## src/rtl/rtc_cal_pkg.sv

```systemverilog
package rtc_cal_pkg;

    typedef enum logic [1:0] {
        OP_ADD  = 2'd0,
        OP_SET  = 2'd1,
        OP_READ = 2'd2
    } op_t;

    localparam logic [15:0] RESET_YEAR  = 16'd2016;
    localparam logic [23:0] RESET_TPS   = 24'd1000;
    localparam logic [15:0] INV25       = 16'd23593;   // 25 * 23593 == 1 mod 2^16
    localparam logic [15:0] DIV25_LIMIT = 16'd2621;    // floor(65535 / 25)

    // Divisibility by 25 through the modular inverse: y*inv mod 2^16 <= limit.
    function automatic logic is_leap(input logic [15:0] y);
        logic [31:0] prod;
        logic        div25;
        logic        div4;
        logic        div16;
        prod  = {16'd0, y} * {16'd0, INV25};
        div25 = (prod[15:0] <= DIV25_LIMIT);
        div4  = (y[1:0] == 2'd0);
        div16 = (y[3:0] == 4'd0);
        if (div4 && div25)
            return div16;
        return div4;
    endfunction

    function automatic logic [4:0] days_in(input logic [3:0] m, input logic leap);
        logic [4:0] len;
        case (m) inside
            4'd1:                      len = leap ? 5'd29 : 5'd28;
            4'd3, 4'd5, 4'd8, 4'd10:   len = 5'd30;
            default:                   len = 5'd31;
        endcase
        return len;
    endfunction

endpackage

```

## src/rtl/rtc_calendar_counter.sv

```systemverilog
// Calendar clock with a sub-second tick accumulator. One request is taken every clock
// cycle unless the output is stalled; its result passes through the request register
// and is registered again in the result register. Each request's update to
// accumulator, date, time and uptime is formed combinationally from the registered
// request and the current state. An add request counts at most one second; surplus
// ticks stay pending.
// ticks_per_second may be written only while no request is in flight.
module rtc_calendar_counter
    import rtc_cal_pkg::*;
(
    input  logic        clk,
    input  logic        rst_n,

    input  logic        cfg_wr_en,
    input  logic [23:0] cfg_wr_data,

    input  logic        in_valid,
    output logic        in_stall,
    input  logic [1:0]  operation,
    input  logic [15:0] tick_count,
    input  logic [15:0] set_year,
    input  logic [3:0]  set_month,
    input  logic [4:0]  set_day,
    input  logic [4:0]  set_hour,
    input  logic [5:0]  set_minute,
    input  logic [5:0]  set_second,
    input  logic [23:0] set_ticks,

    output logic        out_valid,
    input  logic        out_stall,
    output logic [15:0] year,
    output logic [3:0]  month,
    output logic [4:0]  day,
    output logic [4:0]  hour,
    output logic [5:0]  minute,
    output logic [5:0]  second,
    output logic [31:0] subsecond,
    output logic [31:0] uptime_seconds,
    output logic        accepted
);

    logic [23:0] tps_reg;

    // request register
    logic        s1_valid_reg, s1_valid_next;
    op_t         s1_op_reg;
    logic [15:0] s1_tick_reg;
    logic [15:0] s1_year_reg;
    logic [3:0]  s1_month_reg;
    logic [4:0]  s1_day_reg;
    logic [4:0]  s1_hour_reg;
    logic [5:0]  s1_minute_reg;
    logic [5:0]  s1_second_reg;
    logic [23:0] s1_ticks_reg;
    logic        s1_leap_reg;

    // calendar state
    logic [15:0] cur_year_reg, cur_year_next;
    logic        cur_leap_reg, cur_leap_next;
    logic [3:0]  cur_month_reg, cur_month_next;
    logic [4:0]  cur_day_reg, cur_day_next;      // one based
    logic [4:0]  cur_hour_reg, cur_hour_next;
    logic [5:0]  cur_minute_reg, cur_minute_next;
    logic [5:0]  cur_second_reg, cur_second_next;
    logic [31:0] accum_reg, accum_next;
    logic [31:0] uptime_reg, uptime_next;

    // result register
    logic        out_valid_reg, out_valid_next;
    logic [15:0] out_year_reg;
    logic [3:0]  out_month_reg;
    logic [4:0]  out_day_reg;
    logic [4:0]  out_hour_reg;
    logic [5:0]  out_minute_reg;
    logic [5:0]  out_second_reg;
    logic [31:0] out_subsecond_reg;
    logic [31:0] out_uptime_reg;
    logic        out_accepted_reg;

    logic        advance;
    logic        s1_load;
    logic        accepted_c;
    logic [32:0] sum_wide;
    logic [31:0] sum_sat;
    logic [32:0] diff_wide;
    logic        set_ok;

    assign advance  = s1_valid_reg && (!out_valid_reg || !out_stall);
    assign in_stall = s1_valid_reg && !advance;
    assign s1_load  = in_valid && !in_stall;

    assign s1_valid_next  = s1_load ? 1'b1 : (advance ? 1'b0 : s1_valid_reg);
    assign out_valid_next = advance ? 1'b1 : (out_stall ? out_valid_reg : 1'b0);

    // accumulator: saturating add, then try to take one period out
    assign sum_wide  = {1'b0, accum_reg} + {17'd0, s1_tick_reg};
    assign sum_sat   = sum_wide[32] ? 32'hFFFF_FFFF : sum_wide[31:0];
    assign diff_wide = {1'b0, sum_sat} - {9'd0, tps_reg};

    assign set_ok = (s1_month_reg < 4'd12) && (s1_day_reg != 5'd0) &&
                    (s1_day_reg <= days_in(s1_month_reg, s1_leap_reg)) &&
                    (s1_hour_reg < 5'd24) && (s1_minute_reg < 6'd60) &&
                    (s1_second_reg < 6'd60) && (s1_ticks_reg < tps_reg);

    always_comb
    begin
        cur_year_next   = cur_year_reg;
        cur_leap_next   = cur_leap_reg;
        cur_month_next  = cur_month_reg;
        cur_day_next    = cur_day_reg;
        cur_hour_next   = cur_hour_reg;
        cur_minute_next = cur_minute_reg;
        cur_second_next = cur_second_reg;
        accum_next      = accum_reg;
        uptime_next     = uptime_reg;
        accepted_c      = 1'b1;

        if (advance)
        begin
            case (s1_op_reg)
                OP_ADD:
                begin
                    accum_next = sum_sat;
                    if (!diff_wide[32])
                    begin
                        accum_next  = diff_wide[31:0];
                        uptime_next = uptime_reg + 32'd1;
                        // carry one second up through the calendar
                        if (cur_second_reg != 6'd59)
                            cur_second_next = cur_second_reg + 6'd1;
                        else
                        begin
                            cur_second_next = 6'd0;
                            if (cur_minute_reg != 6'd59)
                                cur_minute_next = cur_minute_reg + 6'd1;
                            else
                            begin
                                cur_minute_next = 6'd0;
                                if (cur_hour_reg != 5'd23)
                                    cur_hour_next = cur_hour_reg + 5'd1;
                                else
                                begin
                                    cur_hour_next = 5'd0;
                                    if (cur_day_reg != days_in(cur_month_reg, cur_leap_reg))
                                        cur_day_next = cur_day_reg + 5'd1;
                                    else
                                    begin
                                        cur_day_next = 5'd1;
                                        if (cur_month_reg != 4'd11)
                                            cur_month_next = cur_month_reg + 4'd1;
                                        else
                                        begin
                                            cur_month_next = 4'd0;
                                            cur_year_next  = cur_year_reg + 16'd1;
                                            cur_leap_next  = is_leap(cur_year_reg + 16'd1);
                                        end
                                    end
                                end
                            end
                        end
                    end
                end
                OP_SET:
                begin
                    if (set_ok)
                    begin
                        cur_year_next   = s1_year_reg;
                        cur_leap_next   = s1_leap_reg;
                        cur_month_next  = s1_month_reg;
                        cur_day_next    = s1_day_reg;
                        cur_hour_next   = s1_hour_reg;
                        cur_minute_next = s1_minute_reg;
                        cur_second_next = s1_second_reg;
                        accum_next      = {8'd0, s1_ticks_reg};
                    end
                    else
                        accepted_c = 1'b0;
                end
                default:
                begin
                    // read only, spare code behaves the same
                end
            endcase
        end
    end

    always_ff @(posedge clk or negedge rst_n)
    begin
        if (!rst_n)
        begin
            tps_reg        <= RESET_TPS;
            s1_valid_reg   <= 1'b0;
            out_valid_reg  <= 1'b0;
            cur_year_reg   <= RESET_YEAR;
            cur_leap_reg   <= 1'b1;
            cur_month_reg  <= 4'd0;
            cur_day_reg    <= 5'd1;
            cur_hour_reg   <= 5'd0;
            cur_minute_reg <= 6'd0;
            cur_second_reg <= 6'd0;
            accum_reg      <= 32'd0;
            uptime_reg     <= 32'd0;
        end
        else
        begin
            if (cfg_wr_en)
                tps_reg <= cfg_wr_data;
            s1_valid_reg   <= s1_valid_next;
            out_valid_reg  <= out_valid_next;
            cur_year_reg   <= cur_year_next;
            cur_leap_reg   <= cur_leap_next;
            cur_month_reg  <= cur_month_next;
            cur_day_reg    <= cur_day_next;
            cur_hour_reg   <= cur_hour_next;
            cur_minute_reg <= cur_minute_next;
            cur_second_reg <= cur_second_next;
            accum_reg      <= accum_next;
            uptime_reg     <= uptime_next;
        end
    end

    always_ff @(posedge clk)
    begin
        if (s1_load)
        begin
            s1_op_reg     <= op_t'(operation);
            s1_tick_reg   <= tick_count;
            s1_year_reg   <= set_year;
            s1_month_reg  <= set_month;
            s1_day_reg    <= set_day;
            s1_hour_reg   <= set_hour;
            s1_minute_reg <= set_minute;
            s1_second_reg <= set_second;
            s1_ticks_reg  <= set_ticks;
            s1_leap_reg   <= is_leap(set_year);
        end
        if (advance)
        begin
            out_year_reg      <= cur_year_next;
            out_month_reg     <= cur_month_next;
            out_day_reg       <= cur_day_next;
            out_hour_reg      <= cur_hour_next;
            out_minute_reg    <= cur_minute_next;
            out_second_reg    <= cur_second_next;
            out_subsecond_reg <= accum_next;
            out_uptime_reg    <= uptime_next;
            out_accepted_reg  <= accepted_c;
        end
    end

    assign out_valid      = out_valid_reg;
    assign year           = out_year_reg;
    assign month          = out_month_reg;
    assign day            = out_day_reg;
    assign hour           = out_hour_reg;
    assign minute         = out_minute_reg;
    assign second         = out_second_reg;
    assign subsecond      = out_subsecond_reg;
    assign uptime_seconds = out_uptime_reg;
    assign accepted       = out_accepted_reg;

endmodule

```

## config.mk

```make
export PLATFORM = sky130hd
export DESIGN_NAME = rtc_calendar_counter
export DESIGN_NICKNAME = d
export VERILOG_FILES = /design/src/rtl/rtc_cal_pkg.sv /design/src/rtl/rtc_calendar_counter.sv
export SDC_FILE = /design/constraint.sdc
export NUM_CORES = 1
export LEC_CHECK = 0
export ABC_AREA = 1
export BUFFER_PORTS_ARGS = -buffer_cell sky130_fd_sc_hd__clkbuf_2
export CAP_MARGIN = 20
export CORE_MARGIN = 3
export CORE_UTILIZATION = 62
export CTS_BUF_LIST = sky130_fd_sc_hd__clkbuf_2 sky130_fd_sc_hd__clkbuf_4 sky130_fd_sc_hd__clkbuf_8
export DETAILED_ROUTE_END_ITERATION = 12
export PLACE_DENSITY = 0.83
export SLEW_MARGIN = 20
export SYNTH_ARGS = -nofsm -noshare
export SYNTH_HDL_FRONTEND = slang
export SYNTH_SLANG_ARGS = --single-unit
```

## constraint.sdc

```tcl
create_clock -name clk -period 6.7 [get_ports clk]
set_input_delay 1.34 -clock clk [delete_from_list [all_inputs] [get_ports clk]]
set_output_delay 1.34 -clock clk [all_outputs]
set_load 0.02 [all_outputs]
```

==> results of run 1 <==
## worst paths after layout
path	startpoint	to	slack, ps	depth (start not counted)
setup / recovery	s1_tick_reg[0]$_DFFE_PP_	year[2]$_DFFE_PP_	870	28
hold / removal	uptime_reg[31]$_DFF_PN0_	uptime_reg[31]$_DFF_PN0_	500	2
setup reg to reg	s1_tick_reg[0]$_DFFE_PP_	year[2]$_DFFE_PP_	870	28
hold reg to reg	uptime_reg[31]$_DFF_PN0_	uptime_reg[31]$_DFF_PN0_	500	2
max in group asynchronous	rst_n	accum_reg[18]$_DFF_PN0_	4540	2
min in group asynchronous	rst_n	cur_hour_reg[4]$_DFF_PN0_	760	1
## layout by cell type, fill, tap and decap left out, types with 4 or more instances in the layout
| cell | synthesis | final |
|---|---|---|
| inv_1 | 384 | 382 |
| nand2_1 | 1069 | 1069 |
| nand3b_1 | 5 | 5 |
| clkinv_1 | 12 | 20 |
| edfxtp_1 | 192 | 192 |
| clkinv_2 | 0 | 10 |
| nor2_2 | 5 | 5 |
| ha_1 | 199 | 199 |
| nand3_1 | 181 | 181 |
| o211ai_1 | 9 | 9 |
| clkbuf_2 | 0 | 220 |
| nor4_1 | 11 | 11 |
| dfrtp_1 | 119 | 119 |
| clkbuf_4 | 0 | 16 |
| or2_2 | 29 | 29 |
| nor2_4 | 5 | 8 |
| fa_1 | 38 | 38 |
| nand4_1 | 46 | 46 |
| o21ai_1 | 12 | 12 |
| dfstp_2 | 14 | 14 |
| nor3_1 | 38 | 37 |
| a21oi_1 | 99 | 99 |
| nand2_2 | 8 | 8 |
| nand3_2 | 4 | 4 |
| clkbuf_8 | 0 | 58 |
| xor2_1 | 64 | 64 |
| a21o_1 | 6 | 6 |
| xnor2_1 | 34 | 34 |
| o21ai_0 | 127 | 127 |
| nor2_1 | 183 | 180 |
| inv_2 | 9 | 10 |
| o21bai_1 | 6 | 6 |
| buf_4 | 2 | 20 |
| a21boi_1 | 23 | 23 |
## worst max-delay path, delay by kind of cell (launching register included)
kind	cells	cell delay [ps]
simple gates	19	2550
compound gates	1	420
fa+ha+maj	4	1370
buf+inv	4	800
flops	1	380
## power by group
group	total, mW	internal [mW]	switching (mW)
combinational	8.66	3.16	5.50
clock	1.81	0.969	0.838
sequential	2.97	2.61	0.363
## logic make-up (layout without fill, tap and decap cells)
| group | after synthesis | after routing |
|---|---|---|
| and+or+nand+nor | 1597 | 1597 |
| AOI/OAI and AO/OA | 304 | 304 |
| buffers and inverters | 485 | 745 |
| DFF | 325 | 325 |
| xor gates and xnor gates | 98 | 98 |
| adders and majority gates | 237 | 237 |
| other | 0 | 2 |
## final cells by class
cell class / count / area, um2
antenna: 2 / 5.00
clock buffer: 74 / 918
clock inverter: 24 / 178
fill: 3064 / 10800
inverter: 405 / 1520
multi-input combinational: 2236 / 12500
sequential: 325 / 9110
tap: 504 / 631
timing repair buffer: 242 / 1280
## through the flow
step                instances  util (%)  setup slack (ps)
floorplan                3046         -              1590
global placement         3711      67.8              1170
detailed placement       3711      67.8               994
CTS                      3809      70.7               986
global route             3810      70.8               548
finish                   3812      70.8               874
## layer usage
layer	wire, um	vias up	global-route usage [%]
li1	-	10265	-
met1	30000	10124	48.9
met2	31700	1122	55.0
met3	7260	198	7.62
met4	2670	2	13.2
met5	13	-	0
==> reports/qor.txt, run 1 <==
Crit path largest cell delay -> 470 ps
Gate count of the mapped netlist -> 3046
Leak Pwr -> 13.2 nW
Yosys cell types -> 54
Fin. Hold Viols -> 0
Status -> finished, final reports clean
Layout cells sized above 1 -> 12.7%
Fmax -> 172 MHz
Final setup violation count -> 0
Top-count cell post-synth -> nand2_1
All-Layer GR Usage -> 35.3%
Kind of critical path -> flip-flop to flip-flop
Post-synth EDFFs -> 192
Post-Synth Simple-Gate Area -> 28.5%
Adder-Cell Fraction of Synth Area -> 13.8%
Layout area overhead -> 11.4%
Tmin final -> 5830 ps
Tcrit/Tclk final -> 87.0%
Setup_tns -> 0 ps
Largest net degree at the start of global routing -> 87
Mapped Nets -> 3396
Initial Util -> 63.5%
# port buffers -> 221
Required @ worst endpoint -> 7090 ps
Antenna Nets Post-Route -> 0
Core ar. -> 0.0370 mm2
Postcts setup bufs -> 0
Drt pass-1 iters -> 7
CTS tree -> done
Area of the mapped netlist -> 0.0235 mm2
CP Launch Type -> flip-flop
Pwr dens -> 514 mW/mm2
Largest cells by area after synthesis -> edfxtp_1, nand2_1, dfrtp_1
Max H-tree Level -> 2
Synthesis-stage register bit count -> 325
Mux cell area share after synthesis -> 0%
Max Cap Viol -> 0
Worst VDD drop -> 677 uV
Wire length per cell -> 18.8 um
Max_slew headroom -> 26.8%
Post-layout nets -> 3612
Arrival @ worst endpoint -> 6220 ps
Final Routed Wirelength -> 71.7 mm
Die area -> 0.0403 mm2
Grt ovf -> 0
Tightest Pin Transition -> 1100 ps
Routed via count -> 21711
Cell taking the most area after synthesis -> edfxtp_1
Crit Path Max Fanout -> 52
Endpoint class of the critical path -> flip-flop
Post-route cell area -> 0.0262 mm2
Vias per cell -> 5.70
Post-DP HPWL -> 53.7 mm
Die H -> 201 um
HP Class -> flip-flop to flip-flop
Synth cell count leaders -> nand2_1, inv_1, ha_1
Compound-gate portion of the synthesized area -> 7.19%
Resized Gates After CTS -> 0
Root buf cell -> clkbuf_8
Vias in the first global route -> 21156
Placement Cell Area -> 0.0250 mm2
Yosys top cell area share -> 24.5%
DRT iter0 DRCs -> 2082
Layout Skew -> 42.6 ps
Worst-Skew Late Latency -> 670 ps
Async set or reset register ratio after synthesis -> 40.9%
Ys Warns -> 0
Hold_ws -> 502 ps
Num CTS Buffers -> 52
Initial antenna violation count -> 3
Top FF cell, synth -> edfxtp_1
Synth Area in XOR/XNOR -> 3.65%
DRC -> 0
Cts hold-fix bufs -> 0
Global-route wire length before repair -> 113 mm
CTS clock-pin slew for the worst setup and hold paths -> 60 ps
Die W -> 201 um
Clock sinks -> 325
Unrepaired setup endpoints after global routing -> false
CTS Buffer Depth -> 3
Post-synthesis sequential area ratio -> 38.8%
Routability cong. -> 0.976
Max-slew violation count -> 0
Num rows -> 70
Largest family of logic cells by synthesized area -> simple AND/OR/NAND/NOR gates
Slowest cell on the critical path -> fa_1
I/O pin count -> 222
Avg Inst Size Synth -> 7.71 um2
Total power -> 13.4 mW
No activity file was read; power rests on OpenSTA's default activity.
==> inputs of run 2 (changes only) <==
--- a/config.mk
+++ b/config.mk
@@ -8,6 +8,7 @@
 export ABC_AREA = 1
 export BUFFER_PORTS_ARGS = -buffer_cell sky130_fd_sc_hd__clkbuf_2
 export CAP_MARGIN = 20
+export CORE_ASPECT_RATIO = 0.6
 export CORE_MARGIN = 3
 export CORE_UTILIZATION = 62
 export CTS_BUF_LIST = sky130_fd_sc_hd__clkbuf_2 sky130_fd_sc_hd__clkbuf_4 sky130_fd_sc_hd__clkbuf_8
==> reports/qor.txt, run 2 (same netlist as run 1, synthesis figures left out) <==
Worst R2R Path Depth -> 27 (was 28)
Crit Path Max Fanout -> 49 (was 52)
Post-DP HPWL -> 60.5 mm (was 53.7 mm)
Antenna Nets Post-Route -> 0 (unchanged)
Final setup violation count -> 0 (unchanged)
Cell family with most CP delay -> simple AND/OR/NAND/NOR gates (unchanged)
Sequential Power Share -> 21.6% (was 22.1%)
Num rows -> 54 (was 70)
CP Launch Type -> flip-flop (unchanged)
Die H -> 157 um (was 201 um)
CTS tree -> done (unchanged)
WP buf/inv -> 3 (was 4)
Met1 WL -> 33.8 mm (was 30.0 mm)
Placement Cell Area -> 0.0251 mm2 (was 0.0250 mm2)
Utilization after layout -> 71.1% (was 70.8%)
Crit path largest cell delay -> 680 ps (was 470 ps)
Grt ovf -> 0 (unchanged)
Resized Gates After CTS -> 0 (unchanged)
Setup_tns -> 0 ps (unchanged)
Layout area overhead -> 11.5% (was 11.4%)
Root buf cell -> clkbuf_8 (unchanged)
Total power -> 13.9 mW (was 13.4 mW)
Global-route wire length before repair -> 119 mm (was 113 mm)
Unrepaired setup endpoints after global routing -> false (unchanged)
Vias in the first global route -> 20354 (was 21156)
Psw -> 7.14 mW (was 6.70 mW)
Worst-Skew Late Latency -> 640 ps (was 670 ps)
P_int -> 6.80 mW (was 6.73 mW)
Cts hold-fix bufs -> 0 (unchanged)
All-Layer GR Usage -> 38.8% (was 35.3%)
Status -> finished, final reports clean (unchanged)
Largest net degree at the start of global routing -> 95 (was 87)
Drt pass-1 iters -> 6 (was 7)
Wire length per cell -> 20.7 um (was 18.8 um)
Flop2flop setup slack -> 650 ps (was 870 ps)
Routability cong. -> 1.07 (was 0.976)
Fmax -> 165 MHz (was 172 MHz)
Fin. Hold Viols -> 0 (unchanged)
Met2 WL -> 29.0 mm (was 31.7 mm)
# port buffers -> 221 (unchanged)
Clock network fraction of design power -> 13.7% (was 13.5%)
Die area -> 0.0403 mm2 (about the same)
Leak Pwr -> 13.2 nW (about the same)
Initial antenna violation count -> 1 (was 3)
Routed via count -> 22274 (was 21711)
Worst hold path startpoint -> s1_valid_reg$_DFFE_PN0P_ (was uptime_reg[31]$_DFF_PN0_)
Fraction of power consumed by combinational cells -> 64.7% (was 64.4%)
Postcts setup bufs -> 0 (unchanged)
Max Cap Viol -> 0 (unchanged)
Post-route cell area -> 0.0262 mm2 (about the same)
Core ar. -> 0.0368 mm2 (was 0.0370 mm2)
Post-layout nets -> 3609 (was 3612)
Tmin final -> 6050 ps (was 5830 ps)
I/O pin count -> 222 (unchanged)
Most frequent cells in the layout -> nand2_1, inv_1, clkbuf_2, ha_1, edfxtp_1 (unchanged)
Required @ worst endpoint -> 7180 ps (was 7090 ps)
Final Routed Wirelength -> 78.8 mm (was 71.7 mm)
CTS clock-pin slew for the worst setup and hold paths -> 70 ps (was 60 ps)
Fill count -> 2917 (was 3064)
Slowest cell on the critical path -> nor2_4 (was fa_1)
Initial Util -> 63.8% (was 63.5%)
CTS Buffer Depth -> 3 (unchanged)
Arrival @ worst endpoint -> 6530 ps (was 6220 ps)
Layout Skew -> 40.5 ps (was 42.6 ps)
Num CTS Buffers -> 49 (was 52)
Max_slew headroom -> 28.4% (was 26.8%)
Kind of critical path -> flip-flop to flip-flop (unchanged)
Min-Delay Path Depth -> 2 (unchanged)
Die W -> 257 um (was 201 um)
Max layer used -> met5 (unchanged)
CP Launch Point -> accum_reg[0]$_DFF_PN0_ (was s1_tick_reg[0]$_DFFE_PP_)
Worst VDD drop -> 593 uV (was 677 uV)
Endpoint class of the critical path -> flip-flop (unchanged)
Vias per cell -> 5.85 (was 5.70)
Pre-CTS setup slack -> 930 ps (was 994 ps)
DRT iter0 DRCs -> 3373 (was 2082)
HP Class -> flip-flop to flip-flop (unchanged)
WHS Endpoint -> out_valid$_DFFE_PN0P_ (was uptime_reg[31]$_DFF_PN0_)
Reg2Reg Launch Point -> accum_reg[0]$_DFF_PN0_ (was s1_tick_reg[0]$_DFFE_PP_)
FF-to-FF End -> second[1]$_DFFE_PP_ (was year[2]$_DFFE_PP_)
Max-slew violation count -> 0 (unchanged)
Layout cells sized above 1 -> 12.7% (about the same)
Clock sinks -> 325 (unchanged)
Tightest Pin Transition -> 1070 ps (was 1100 ps)
DRC -> 0 (unchanged)
Max H-tree Level -> 2 (unchanged)
Commonest non-fill, non-tap cell in the layout -> nand2_1 (unchanged)
Tcrit/Tclk final -> 90.4% (was 87.0%)
Sw frac -> 51.2% (was 49.9%)
Pwr dens -> 532 mW/mm2 (was 514 mW/mm2)
Setup ws final -> 646 ps (was 874 ps)
Met3 wire length -> 14.2 mm (was 7.26 mm)
[run 2: cell count changes in the layout (fill, tap and decap cells not counted), sizes merged]
cell      change
bufinv        +3
clkbuf        -5
clkinv        -5
clkinvlp      +3
diode         +1
inv           -2
[run 2: worst min-delay path: cells and delay by family, from the launching register on]
| kind | cells | cell delay, ps |
|---|---|---|
| buf+inv | 1 | 90 |
| flops | 1 | 340 |
| simple gates | 1 | 80 |
[run 2: how the worst max path moves through the flow]
stage                                    end  slack, ps  cells past startpoint
finish                   second[1]$_DFFE_PP_        650                     27
global route             minute[3]$_DFFE_PP_        260                     27
CTS                      minute[3]$_DFFE_PP_        880                     27
detailed placement       second[1]$_DFFE_PP_        930                     27
global placement      subsecond[8]$_DFFE_PP_       1050                     27
floorplan           cur_leap_reg$_DFFE_PN1P_       1590                     28
[run 2: per-layer routing]
| layer | vias to the layer above | GRT usage, % |
|---|---|---|
| li1 | 10254 | - |
| met1 | 10277 | 58.9 |
| met2 | 1603 | 49.2 |
| met3 | 138 | 18.2 |
| met4 | 2 | 8.14 |
| met5 | - | 1.97 |
[run 2: layout make-up]
type	count	area, um2	area share (%)
Clock buffer	69	862	3.29
Antenna cell	3	7.51	0.0287
Sequential cell	325	9110	34.8
Multi-Input combinational cell	2236	12500	47.8
Inverter	405	1520	5.81
Timing Repair Buffer	242	1270	4.85
Tap cell	504	631	2.41
Clock inverter	23	260	0.994
[run 2: per-stage QoR]
step	hold WS, ps	instances
after global routing	539	3805
after CTS	505	3804
after floorplan	442	3046
after detailed placement	497	3712
final	507	3807
after global placement	485	3712
[run 2: power by group through the flow]
stage                     Clock, mW  Combinational, mW  Sequential [mW]
after floorplan                   0               6.28             3.02
final                          1.90               9.02             3.02
after global placement            0               8.41             3.01
after detailed placement          0               8.69             3.02
after global routing           1.99               10.0             3.04
after CTS                      1.90               8.73             2.99
